<file path="config.mk">
export PLATFORM = sky130hd
export DESIGN_NAME = pending_insertion_merger_unit
export DESIGN_NICKNAME = d
export VERILOG_FILES = /design/src/pim_pkg.sv /design/src/pim_ram.sv /design/src/pending_insertion_merger_unit.sv
export SDC_FILE = /design/constraint.sdc
export NUM_CORES = 2
export LEC_CHECK = 0
export BUFFER_PORTS_ARGS = -buffer_cell sky130_fd_sc_hd__buf_2
export CORE_UTILIZATION = 44
export CTS_BUF_LIST = sky130_fd_sc_hd__clkbuf_4 sky130_fd_sc_hd__clkbuf_8 sky130_fd_sc_hd__clkbuf_16
export CTS_CLUSTER_DIAMETER = 200
export CTS_CLUSTER_SIZE = 10
export DETAILED_ROUTE_END_ITERATION = 8
export GPL_ROUTABILITY_DRIVEN = 0
export GPL_TIMING_DRIVEN = 0
export PLACE_DENSITY_LB_ADDON = 0.12
export SKIP_LAST_GASP = 1
export SLEW_MARGIN = 20
export SYNTH_ARGS = -nofsm -noshare
export SYNTH_HDL_FRONTEND = slang
export SYNTH_HIERARCHICAL = 1
export SYNTH_SLANG_ARGS = --single-unit
</file>
<file path="constraint.sdc">
create_clock -name clk -period 7.05 [get_ports clk]
set_input_delay 1.41 -clock clk [delete_from_list [all_inputs] [get_ports clk]]
set_output_delay 1.41 -clock clk [all_outputs]
set_load 0.02 [all_outputs]
</file>
<file path="src/pim_pkg.sv">
// shared constants and types for the pending insertion merger
package pim_pkg;

	localparam int PENDING_DEPTH = 32;
	localparam int POSITION_BITS = 16;
	localparam int ITEM_BITS     = 32;

	localparam int ADDR_W    = (PENDING_DEPTH > 1) ? $clog2(PENDING_DEPTH) : 1;
	localparam int CNT_W     = $clog2(PENDING_DEPTH + 1);
	localparam int INDEX_W   = POSITION_BITS + 1;
	localparam int ENTRY_W   = POSITION_BITS + ITEM_BITS;
	localparam int S_TDATA_W = ((POSITION_BITS + ITEM_BITS + 7) / 8) * 8;
	localparam int M_TDATA_W = ((ITEM_BITS + 7) / 8) * 8;
	localparam int FUNC_W    = 2;
	localparam int KIND_W    = 3;

	typedef enum logic [FUNC_W-1:0] {
		FUNC_QUEUE   = 2'd0,
		FUNC_ELEMENT = 2'd1,
		FUNC_END     = 2'd2,
		FUNC_NOP     = 2'd3
	} func_t;

	typedef enum logic [KIND_W-1:0] {
		KIND_ELEMENT  = 3'd0,
		KIND_INSERTED = 3'd1,
		KIND_END      = 3'd2,
		KIND_REJECTED = 3'd3,
		KIND_DROPPED  = 3'd4
	} kind_t;

	typedef enum logic [1:0] {
		ST_IDLE,
		ST_SCAN_RD,
		ST_SCAN_EV,
		ST_EMIT
	} state_t;

endpackage

</file>
<file path="src/pim_ram.sv">
// generic single-write, single-read ram with registered read data
module pim_ram #(
	parameter int WIDTH = 8,
	parameter int DEPTH = 16
) (
	input  logic                                    clk,
	input  logic                                    wr_en,
	input  logic [((DEPTH > 1) ? $clog2(DEPTH) : 1)-1:0] wr_addr,
	input  logic [WIDTH-1:0]                        wr_data,
	input  logic                                    rd_en,
	input  logic [((DEPTH > 1) ? $clog2(DEPTH) : 1)-1:0] rd_addr,
	output logic [WIDTH-1:0]                        rd_data
);

	logic [WIDTH-1:0] mem_q [DEPTH];

	// write port
	always_ff @(posedge clk) begin
		if (wr_en) begin
			mem_q[wr_addr] <= wr_data;
		end
	end

	// registered read port, holds when not enabled
	always_ff @(posedge clk) begin
		if (rd_en) begin
			rd_data <= mem_q[rd_addr];
		end
	end

endmodule

</file>
<file path="src/pending_insertion_merger_unit.sv">
// pending insertion merger: store of queued insertions merged into a streamed sequence
// a queue item is stored, and gives no result unless the store is full
// an element or end item reads and compares each stored entry in turn (ram read, then
// compare), then loads its last result; the next item waits until the unit is idle
// an empty store skips the scan; output backpressure adds stalls
// arst_n clears the fill count, element index, state and output valid; ram content is
// not cleared, entries at or above the fill count are never read
module pending_insertion_merger_unit (
	input  logic                          clk,
	input  logic                          arst_n,
	input  logic                          s_tvalid,
	output logic                          s_tready,
	// position, value
	input  logic [pim_pkg::S_TDATA_W-1:0] s_tdata,
	// func
	input  logic [pim_pkg::FUNC_W-1:0]    s_tuser,
	output logic                          m_tvalid,
	input  logic                          m_tready,
	// value_res
	output logic [pim_pkg::M_TDATA_W-1:0] m_tdata,
	// kind
	output logic [pim_pkg::KIND_W-1:0]    m_tuser,
	output logic                          m_tlast
);

	pim_pkg::state_t state_q, state_nxt;
	pim_pkg::func_t  func_q;
	logic [pim_pkg::ITEM_BITS-1:0] val_q;
	logic [pim_pkg::CNT_W-1:0]     count_q;
	logic [pim_pkg::CNT_W-1:0]     keep_q;
	logic [pim_pkg::CNT_W-1:0]     idx_q;
	logic [pim_pkg::INDEX_W-1:0]   index_q;

	logic                          out_valid_q;
	logic [pim_pkg::ITEM_BITS-1:0] out_value_q;
	pim_pkg::kind_t                out_kind_q;
	logic                          out_last_q;

	// input fields
	pim_pkg::func_t                in_func;
	logic [pim_pkg::POSITION_BITS-1:0] in_pos;
	logic [pim_pkg::ITEM_BITS-1:0] in_val;
	logic                          in_xfer;
	logic                          full;

	// ram signals
	logic                          wr_en;
	logic [pim_pkg::ADDR_W-1:0]    wr_addr;
	logic [pim_pkg::ENTRY_W-1:0]   wr_data;
	logic                          rd_en;
	logic [pim_pkg::ENTRY_W-1:0]   rd_data;
	logic [pim_pkg::POSITION_BITS-1:0] rd_pos;
	logic [pim_pkg::ITEM_BITS-1:0] rd_val;

	// datapath control
	logic                          out_free;
	logic                          out_load;
	logic [pim_pkg::ITEM_BITS-1:0] out_value;
	pim_pkg::kind_t                out_kind;
	logic                          out_last;
	logic                          match;
	logic                          emit;
	logic                          advance;
	logic                          scan_done;

	assign in_func = pim_pkg::func_t'(s_tuser);
	assign in_pos  = s_tdata[pim_pkg::POSITION_BITS-1:0];
	assign in_val  = s_tdata[pim_pkg::POSITION_BITS +: pim_pkg::ITEM_BITS];
	assign s_tready = (state_q == pim_pkg::ST_IDLE);
	assign in_xfer  = s_tvalid && s_tready;
	assign full     = (count_q == pim_pkg::CNT_W'(pim_pkg::PENDING_DEPTH));
	assign out_free = !out_valid_q || m_tready;

	assign rd_pos    = rd_data[pim_pkg::POSITION_BITS-1:0];
	assign rd_val    = rd_data[pim_pkg::ENTRY_W-1:pim_pkg::POSITION_BITS];
	assign match     = ({1'b0, rd_pos} == index_q);
	assign emit      = (func_q == pim_pkg::FUNC_END) || match;
	assign scan_done = ((idx_q + 1'b1) == count_q);

	pim_ram #(
		.WIDTH(pim_pkg::ENTRY_W),
		.DEPTH(pim_pkg::PENDING_DEPTH)
	) u_pending_ram (
		.clk    (clk),
		.wr_en  (wr_en),
		.wr_addr(wr_addr),
		.wr_data(wr_data),
		.rd_en  (rd_en),
		.rd_addr(idx_q[pim_pkg::ADDR_W-1:0]),
		.rd_data(rd_data)
	);

	// fsm outputs
	always_comb begin
		wr_en     = 1'b0;
		wr_addr   = count_q[pim_pkg::ADDR_W-1:0];
		wr_data   = {in_val, in_pos};
		rd_en     = 1'b0;
		out_load  = 1'b0;
		out_value = rd_val;
		out_kind  = pim_pkg::KIND_INSERTED;
		out_last  = 1'b0;
		advance   = 1'b0;
		unique case (state_q)
			pim_pkg::ST_IDLE: begin
				if (in_xfer && in_func == pim_pkg::FUNC_QUEUE && !full) begin
					wr_en = 1'b1;
				end
			end
			pim_pkg::ST_SCAN_RD: begin
				rd_en = 1'b1;
			end
			pim_pkg::ST_SCAN_EV: begin
				if (emit) begin
					out_load = out_free;
					out_kind = match ? pim_pkg::KIND_INSERTED : pim_pkg::KIND_DROPPED;
					advance  = out_free;
				end else begin
					// keep the entry, compacted toward the front
					wr_en   = 1'b1;
					wr_addr = keep_q[pim_pkg::ADDR_W-1:0];
					wr_data = rd_data;
					advance = 1'b1;
				end
			end
			pim_pkg::ST_EMIT: begin
				out_load  = out_free;
				out_last  = 1'b1;
				out_value = (func_q == pim_pkg::FUNC_END) ? '0 : val_q;
				case (func_q)
					pim_pkg::FUNC_QUEUE:   out_kind = pim_pkg::KIND_REJECTED;
					pim_pkg::FUNC_ELEMENT: out_kind = pim_pkg::KIND_ELEMENT;
					default:               out_kind = pim_pkg::KIND_END;
				endcase
			end
			default: begin
			end
		endcase
	end

	// fsm next state
	always_comb begin
		state_nxt = state_q;
		unique case (state_q)
			pim_pkg::ST_IDLE: begin
				if (in_xfer) begin
					unique case (in_func)
						pim_pkg::FUNC_QUEUE:
							state_nxt = full ? pim_pkg::ST_EMIT : pim_pkg::ST_IDLE;
						pim_pkg::FUNC_ELEMENT, pim_pkg::FUNC_END:
							state_nxt = (count_q == '0) ? pim_pkg::ST_EMIT
							                           : pim_pkg::ST_SCAN_RD;
						default:
							state_nxt = pim_pkg::ST_IDLE;
					endcase
				end
			end
			pim_pkg::ST_SCAN_RD: state_nxt = pim_pkg::ST_SCAN_EV;
			pim_pkg::ST_SCAN_EV: begin
				if (advance) begin
					state_nxt = scan_done ? pim_pkg::ST_EMIT : pim_pkg::ST_SCAN_RD;
				end
			end
			pim_pkg::ST_EMIT: begin
				if (out_load) begin
					state_nxt = pim_pkg::ST_IDLE;
				end
			end
			default: state_nxt = pim_pkg::ST_IDLE;
		endcase
	end

	// control state
	always_ff @(posedge clk or negedge arst_n) begin
		if (!arst_n) begin
			state_q <= pim_pkg::ST_IDLE;
			count_q <= '0;
			index_q <= '0;
			keep_q  <= '0;
			idx_q   <= '0;
		end else begin
			state_q <= state_nxt;
			if (in_xfer) begin
				keep_q <= '0;
				idx_q  <= '0;
				if (in_func == pim_pkg::FUNC_QUEUE && !full) begin
					count_q <= count_q + 1'b1;
				end
			end
			if (state_q == pim_pkg::ST_SCAN_EV && advance) begin
				idx_q <= idx_q + 1'b1;
				if (!emit) begin
					keep_q <= keep_q + 1'b1;
				end
			end
			// element and end results close the item and commit the store
			if (state_q == pim_pkg::ST_EMIT && out_load) begin
				if (func_q == pim_pkg::FUNC_ELEMENT) begin
					count_q <= keep_q;
					if (index_q != '1) begin
						index_q <= index_q + 1'b1;
					end
				end else if (func_q == pim_pkg::FUNC_END) begin
					count_q <= '0;
					index_q <= '0;
				end
			end
		end
	end

	// captured item
	always_ff @(posedge clk) begin
		if (in_xfer) begin
			func_q <= in_func;
			val_q  <= in_val;
		end
	end

	// output register
	always_ff @(posedge clk or negedge arst_n) begin
		if (!arst_n) begin
			out_valid_q <= 1'b0;
		end else if (out_load) begin
			out_valid_q <= 1'b1;
		end else if (m_tready) begin
			out_valid_q <= 1'b0;
		end
	end

	always_ff @(posedge clk) begin
		if (out_load) begin
			out_value_q <= out_value;
			out_kind_q  <= out_kind;
			out_last_q  <= out_last;
		end
	end

	assign m_tvalid = out_valid_q;
	assign m_tdata  = pim_pkg::M_TDATA_W'(out_value_q);
	assign m_tuser  = out_kind_q;
	assign m_tlast  = out_last_q;

endmodule

</file>
### After elaboration in Yosys (flattened, before gate mapping)

Memory sizes are Yosys's and may differ from the RTL's. A register that Yosys moved wholly into a read port is not among the register bits.
Cells that the tools add are included.
Widths: inputs -> output; s select.

| cells by class | value |
|---|---|
| $add $sub $neg | 4 |
| $mul | 0 |
| divide/modulo/power cells | 0 |
| magnitude comparators | 0 |
| equality and inequality tests | 15 |
| shift-type cells | 0 |
| muxes and demuxes | 44 |
| bitwise operators | 0 |
| reduce and logical (&&, ||, !) cells | 20 |

Operators with widths:

| cell | number |
|---|---|
| $mux 48 | 2 |
| $mux 32 | 2 |
| $mux 6 | 10 |
| $mux 17 | 3 |
| $add 6x1->6 const B | 3 |
| $add 17x1->17 const B | 1 |
| $eq 16x17->1 | 1 |
| $ne 17x17->1 const B | 1 |
| $mux 2 | 6 |
| $mux 1 | 11 |
| $mux 5 | 2 |
| $eq 2x2->1 const B | 4 |
| $pmux 2 s2 | 2 |
| $pmux 2 s4 | 1 |
| $eq 2x1->1 const B | 3 |
| $eq 6x6->1 | 1 |
| $eq 6x6->1 const B | 1 |
| $logic_and 1x1->1 | 6 |
| $logic_not 2->1 | 3 |
| $logic_not 6->1 | 1 |
| $mux 3 | 2 |
| $pmux 3 s2 | 1 |
| $reduce_and 3->1 | 2 |
| $reduce_bool 2->1 | 3 |
| 6 further kinds | 11 |

| word-level totals | value |
|---|---|
| register bits | 108 |
| latch bits | 0 |
| RAM bits | 1536 |
| bits in read-only memories | 0 |
| input bits | 54 |
| output and inout port bits | 38 |
| logic and storage cells | 95 |
| memories kept | 1 |

Memories:

| memory | words | width | read ports | clocked after Yosys merged registers in | write ports | RTL line | source |
|---|---|---|---|---|---|---|---|
| u_pending_ram.mem_q | 32 | 48 | 1 | 1 | 1 | pim_ram.sv:15 | `logic [WIDTH-1:0] mem_q [DEPTH];` |

### Logic depth before layout (Yosys ltp)

| logic depth | value |
|---|---|
| depth after elaboration | 8 |
| depth in mapped cells | 13 |
| mapped depth without buffers | 12 |

### Hierarchy

The synthesis kept the hierarchy.

Modules (own cells, without submodules):

| module | instances | cells an instance | area each (sq um) | sequential area each (sq um) |
|---|---|---|---|---|
| pim_ram | 1 | 3364 | 61205.0 | 47565.6 |
| pending_insertion_merger_unit | 1 | 437 | 5459.0 | 3052.9 |

### Worst setup path after synthesis

OpenSTA, ideal clock, no wires.

| path | value |
|---|---|
| path kind | input port to flip-flop |
| start point | in s_tvalid |
| end point | mem u_pending_ram/mem_q[28][0] (netlist name), enable pin |
| library setup time | 454 ps |
| arrival | 5461 ps |
| data required time | 6596 ps |
| setup slack | 1135 ps |
| stages | 9 |
| path buffers | 1 |
| path through | nand2_1 -> inv_1 -> nand2_1 -> a21oi_2 -> inv_1 -> nand2_1 -> or3b_2 -> clkbuf_1 -> nor2_1 |

| between the ends | value |
|---|---|
| word-level cells in the longest chain between the ends | 7 |

RTL lines:

| what | RTL line | source |
|---|---|---|
| from (decl) | pending_insertion_merger_unit.sv:11 | `input logic s_tvalid,` |
| $logic_and 1x1->1 | pending_insertion_merger_unit.sv:70 | `assign in_xfer = s_tvalid && s_tready;` |
| via in_xfer | pending_insertion_merger_unit.sv:43 | `logic in_xfer;` |
| $logic_and 1x1->1 (2 in series) | pending_insertion_merger_unit.sv:106 | `if (in_xfer && in_func == pim_pkg::FUNC_QUEUE && !full) begin` |
| $mux 1 | pending_insertion_merger_unit.sv:106 |  |
| $pmux 1 s2 | pending_insertion_merger_unit.sv:104 | `unique case (state_q)` |
| via wr_en | pending_insertion_merger_unit.sv:47 | `logic wr_en;` |
| $mux 1 | pim_ram.sv:19 | `if (wr_en) begin` |
| $mux 1 (not written as such) | pim_ram.sv:20 | `mem_q[wr_addr] <= wr_data;` |
| to (decl) | pim_ram.sv:15 |  |

The timed path passes the listed nets, and every way through them passes these cells.

### Final worst setup path

| path | value |
|---|---|
| start point | reg u_pending_ram.rd_data[2] (read register of u_pending_ram.mem_q) |
| end point | mem u_pending_ram/mem_q[24][32] (netlist name), enable pin |

| between the ends | value |
|---|---|
| elaborated cells on any way between the ends | 8 |
| those cells by class | eq/ne: 1; mux: 6; reduce/logical: 1 |

RTL lines:

| what | RTL line | source |
|---|---|---|
| from (decl) | pim_ram.sv:12 | `output logic [WIDTH-1:0] rd_data` |
| $eq 16x17->1 | pending_insertion_merger_unit.sv:76 | `assign match = ({1'b0, rd_pos} == index_q);` |
| $logic_or 1x1->1 | pending_insertion_merger_unit.sv:77 | `assign emit = (func_q == pim_pkg::FUNC_END) \|\| match;` |
| $mux 5 | pending_insertion_merger_unit.sv:114 | `if (emit) begin` |
| $mux 5 | pending_insertion_merger_unit.sv:104 |  |
| via wr_addr (one bit) | pending_insertion_merger_unit.sv:48 | `logic [pim_pkg::ADDR_W-1:0] wr_addr;` |

The timed path passes the listed nets, and every way through them passes these cells.

==> results.sh <==
export IMPL_status="complete, no violations"
export IMPL_worst_path_buf_inv=3
export IMPL_track_usage_pct=23.2
export IMPL_holdPathStages=1
export IMPL_path_cells="xor2_1 -> nor4_1 -> nand3_1 -> o211ai_2 -> buf_4 -> mux2_1 -> or3b_2 -> clkbuf_1 -> nor2_4 -> buf_12"
export IMPL_hpwl_mm=120
export IMPL_grt_max_degree=39
export IMPL_synth_edf_count=1654
export IMPL_clock_sinks=1692
export IMPL_cts_buffers_inserted=187
export IMPL_route_detailed_drc=0
export IMPL_post_place_cells=5986
export IMPL_hold_path_class="register to register"
export IMPL_totalWireLength_mm=178
export IMPL_synth_cell_type_count=54
export IMPL_wirelength_met1_mm=79.5
export IMPL_cts_tree="yes"
export IMPL_worstSetupPathType="register to register"
export IMPL_htree_levels=4
export IMPL_period_minus_slack_ns=4.87
export IMPL_yosysSeqAreaShare_pct=75.9
export IMPL_synth_top_cell_area_share_pct=74.5
export IMPL_synth_area_top_cells="edfxtp_1, mux2i_1, a22o_1, a22oi_1, dfrtp_1"
export IMPL_post_cts_repair_setup_buffers=0
export IMPL_die_x_um=391
export IMPL_syn2layout_area_growth_pct=14.9
export IMPL_drive_gt1_share_pct=13.7
export IMPL_synth_ff_type="edfxtp_1"
export IMPL_final_hold_violation_count=0
export IMPL_rsz0062_at_grt="false"
export IMPL_fmax_mhz=205
export IMPL_syn_area_mm2=0.0667
export IMPL_design_portCount=92
export IMPL_antenna_found_initial=11
export IMPL_synth_most_common_cell="edfxtp_1"
export IMPL_synth_seq_cells=1692
export IMPL_end_kind="register"
export IMPL_clock_latency_ns=0.79
export IMPL_timing_rr_end="u_pending_ram/mem_q[24][32]"
export IMPL_syn_inst=3801
export IMPL_min_from="keep_q[5]"
export IMPL_ctsLongestPathBuffers=3
export IMPL_start_kind="register"
export IMPL_clock_root_buffer="clkbuf_16"
export IMPL_synth_top_cell_by_area="edfxtp_1"
export IMPL_avgRoutedWirePerCell_um=28.6
export IMPL_path_max_fanout=17
export IMPL_cap_violations=0
export IMPL_relSlewSlack_pct=24.6
export IMPL_route_vias_total=35100
export IMPL_die_area_mm2=0.153
export IMPL_initial_core_util_pct=44.4
export IMPL_firstDrtPassIters=5
export IMPL_wl_met2_mm=82.6
export IMPL_topRoutingLayerUsed="met4"
export IMPL_fill_cells=12200
export IMPL_clkTransAtPathRegs_ns=0.06
export IMPL_grt_ovfl_total=0
export IMPL_peakVddDrop_mv=0.313
export IMPL_rows=142
export IMPL_syn_nets=3863
export IMPL_slowest_delay_ns=0.75
export IMPL_ys_warn_count=6
export IMPL_core_area_mm2=0.150
export IMPL_route_met3_wl_mm=10.7
export IMPL_crit_family="simple AND/OR/NAND/NOR gates"
export IMPL_postSynthAreaPerCell_um2=17.5
export IMPL_via_per_inst=5.66
export IMPL_required_ns=7.53
export IMPL_cts_resized=0
export IMPL_p_leak_nw=25.5
export IMPL_async_flop_share_pct=2.25
export IMPL_p_per_area_mw_per_mm2=380
export IMPL_dr_first_iter_drc_count=3223
export IMPL_period_share_pct=69.0
export IMPL_final_cells=6203
export IMPL_fin_nets=4221
export IMPL_drtAntennaViolNets=0
export IMPL_rr_worst_depth=10
export IMPL_fin_skew_ns=0.0275
export IMPL_drv_slew=0
export IMPL_setup_viol=0
export IMPL_netlist_top_cells_count="edfxtp_1, mux2i_1, nand2_1"
export IMPL_r2r_slack_ns=2.18
export IMPL_layout_setup_ws_ns=2.18
export IMPL_grt_pass1_wl_mm=251
export IMPL_postCtsHoldBufs=0
export IMPL_max_slew_worst_pin_slew_ns=1.13
export IMPL_whs_endpoint="keep_q[5]"
export IMPL_port_buffers=91
export IMPL_crit_slowest_cell="nor2_4"
export IMPL_crit_arrival_ns=5.34
export IMPL_reg2reg_from="u_pending_ram/rd_data[2]"
export IMPL_pre_cts_ws_ns=2.08
export IMPL_first_global_vias=34500
export IMPL_die_y_um=391
## state kept, by name, indices dropped and copies added (netlist names)
name / count
u_pending_ram/mem_q: 1536
u_pending_ram/rd_data: 48
m_tdata: 32
val_q: 32
index_q: 17
count_q: 6
idx_q: 6
keep_q: 6
m_tuser: 3
func_q: 2
state_q: 2
m_tlast: 1
m_tvalid: 1
## metal layers
layer	track usage [%]	up-vias
met3	3.65	252
met5	0	-
met4	7.20	0
met2	36.6	1118
met1	33.1	18000
li1	-	15700
## worst max path at each step
stage	from	end	cells after the start
2_1_floorplan	s_tvalid	u_pending_ram/mem_q[28][0]	9
3_3_place_gp	s_tvalid	u_pending_ram/mem_q[8][32]	10
3_5_place_dp	s_tvalid	u_pending_ram/mem_q[24][29]	11
4_1_cts	u_pending_ram/rd_data[2]	u_pending_ram/mem_q[24][33]	10
5_1_grt	u_pending_ram/rd_data[2]	u_pending_ram/mem_q[25][33]	9
6_report	u_pending_ram/rd_data[2]	u_pending_ram/mem_q[24][32]	10
## cell families (layout without fill, tap and decap cells)
family	after synthesis	in the layout	share of synthesized area (%)
AOI/OAI and AO/OA	506	506	5.24
other	0	4	0
buffers and inverters	224	606	2.13
xor gates and xnor gates	40	40	0.526
muxes	828	828	12.5
adders and majority gates	8	8	0.150
DFF	1692	1692	75.9
and+or+nand+nor	503	503	3.49
## where the power goes
group / total, mW / switching, mW / internal, mW / leakage, nW
Combinational: 7.96 / 5.32 / 2.65 / 7.64
Clock: 8.49 / 3.63 / 4.87 / 2.49
Sequential: 12.7 / 0.241 / 12.4 / 15.4
Total: 29.1 / 9.18 / 20.0 / 25.5
## final cells by class
type | instances | area (um2) | share of cell area, %
inverter | 12 | 47.5 | 0.0621
clock inverter | 6 | 86.3 | 0.113
timing repair buffer | 169 | 2110 | 2.76
sequential | 1692 | 50600 | 66.1
buffer | 212 | 1380 | 1.80
multi-input combinational | 1885 | 14900 | 19.4
tap | 2016 | 2520 | 3.29
antenna | 4 | 10.0 | 0.0131
clock buffer | 207 | 4930 | 6.44
## through the flow
stage | hold slack, ns | area, um2 | TNS (ns) | util [%] | total power, mW
2_1_floorplan | 0.448 | 66700 | 0 | - | 17.7
4_1_cts | 0.490 | 76600 | 0 | 51.0 | 29.4
3_3_place_gp | 0.471 | 69600 | -4353.11 | 46.4 | 20.7
3_5_place_dp | 0.479 | 71600 | 0 | 47.7 | 20.9
5_1_grt | 0.512 | 76600 | 0 | 51.0 | 30.2
6_report | 0.487 | 76600 | 0 | 51.0 | 29.1
## cells in the final DEF (no fill, tap or decap), drive strengths merged, types with 2 or more instances in the layout
master and n:
o31ai 2, dfrtp 38, nand3 157, clkbuf 278, nand2b 5, a31oi 50, nand2 181, or3b 3
nor4 4, buf 310, and3 6, mux2i 776, and2b 2, mux2 52, a21oi 152, a22o 130
or3 8, diode 4, nor4b 2, edfxtp 1654, nor3 55, xnor2 13, ha 8, nand4 4
o211ai 3, inv 18, a22oi 144, xor2 27, o21ai 21, nand3b 6, nor2b 7, nor2 58
Power figures use the tool's default switching activity.
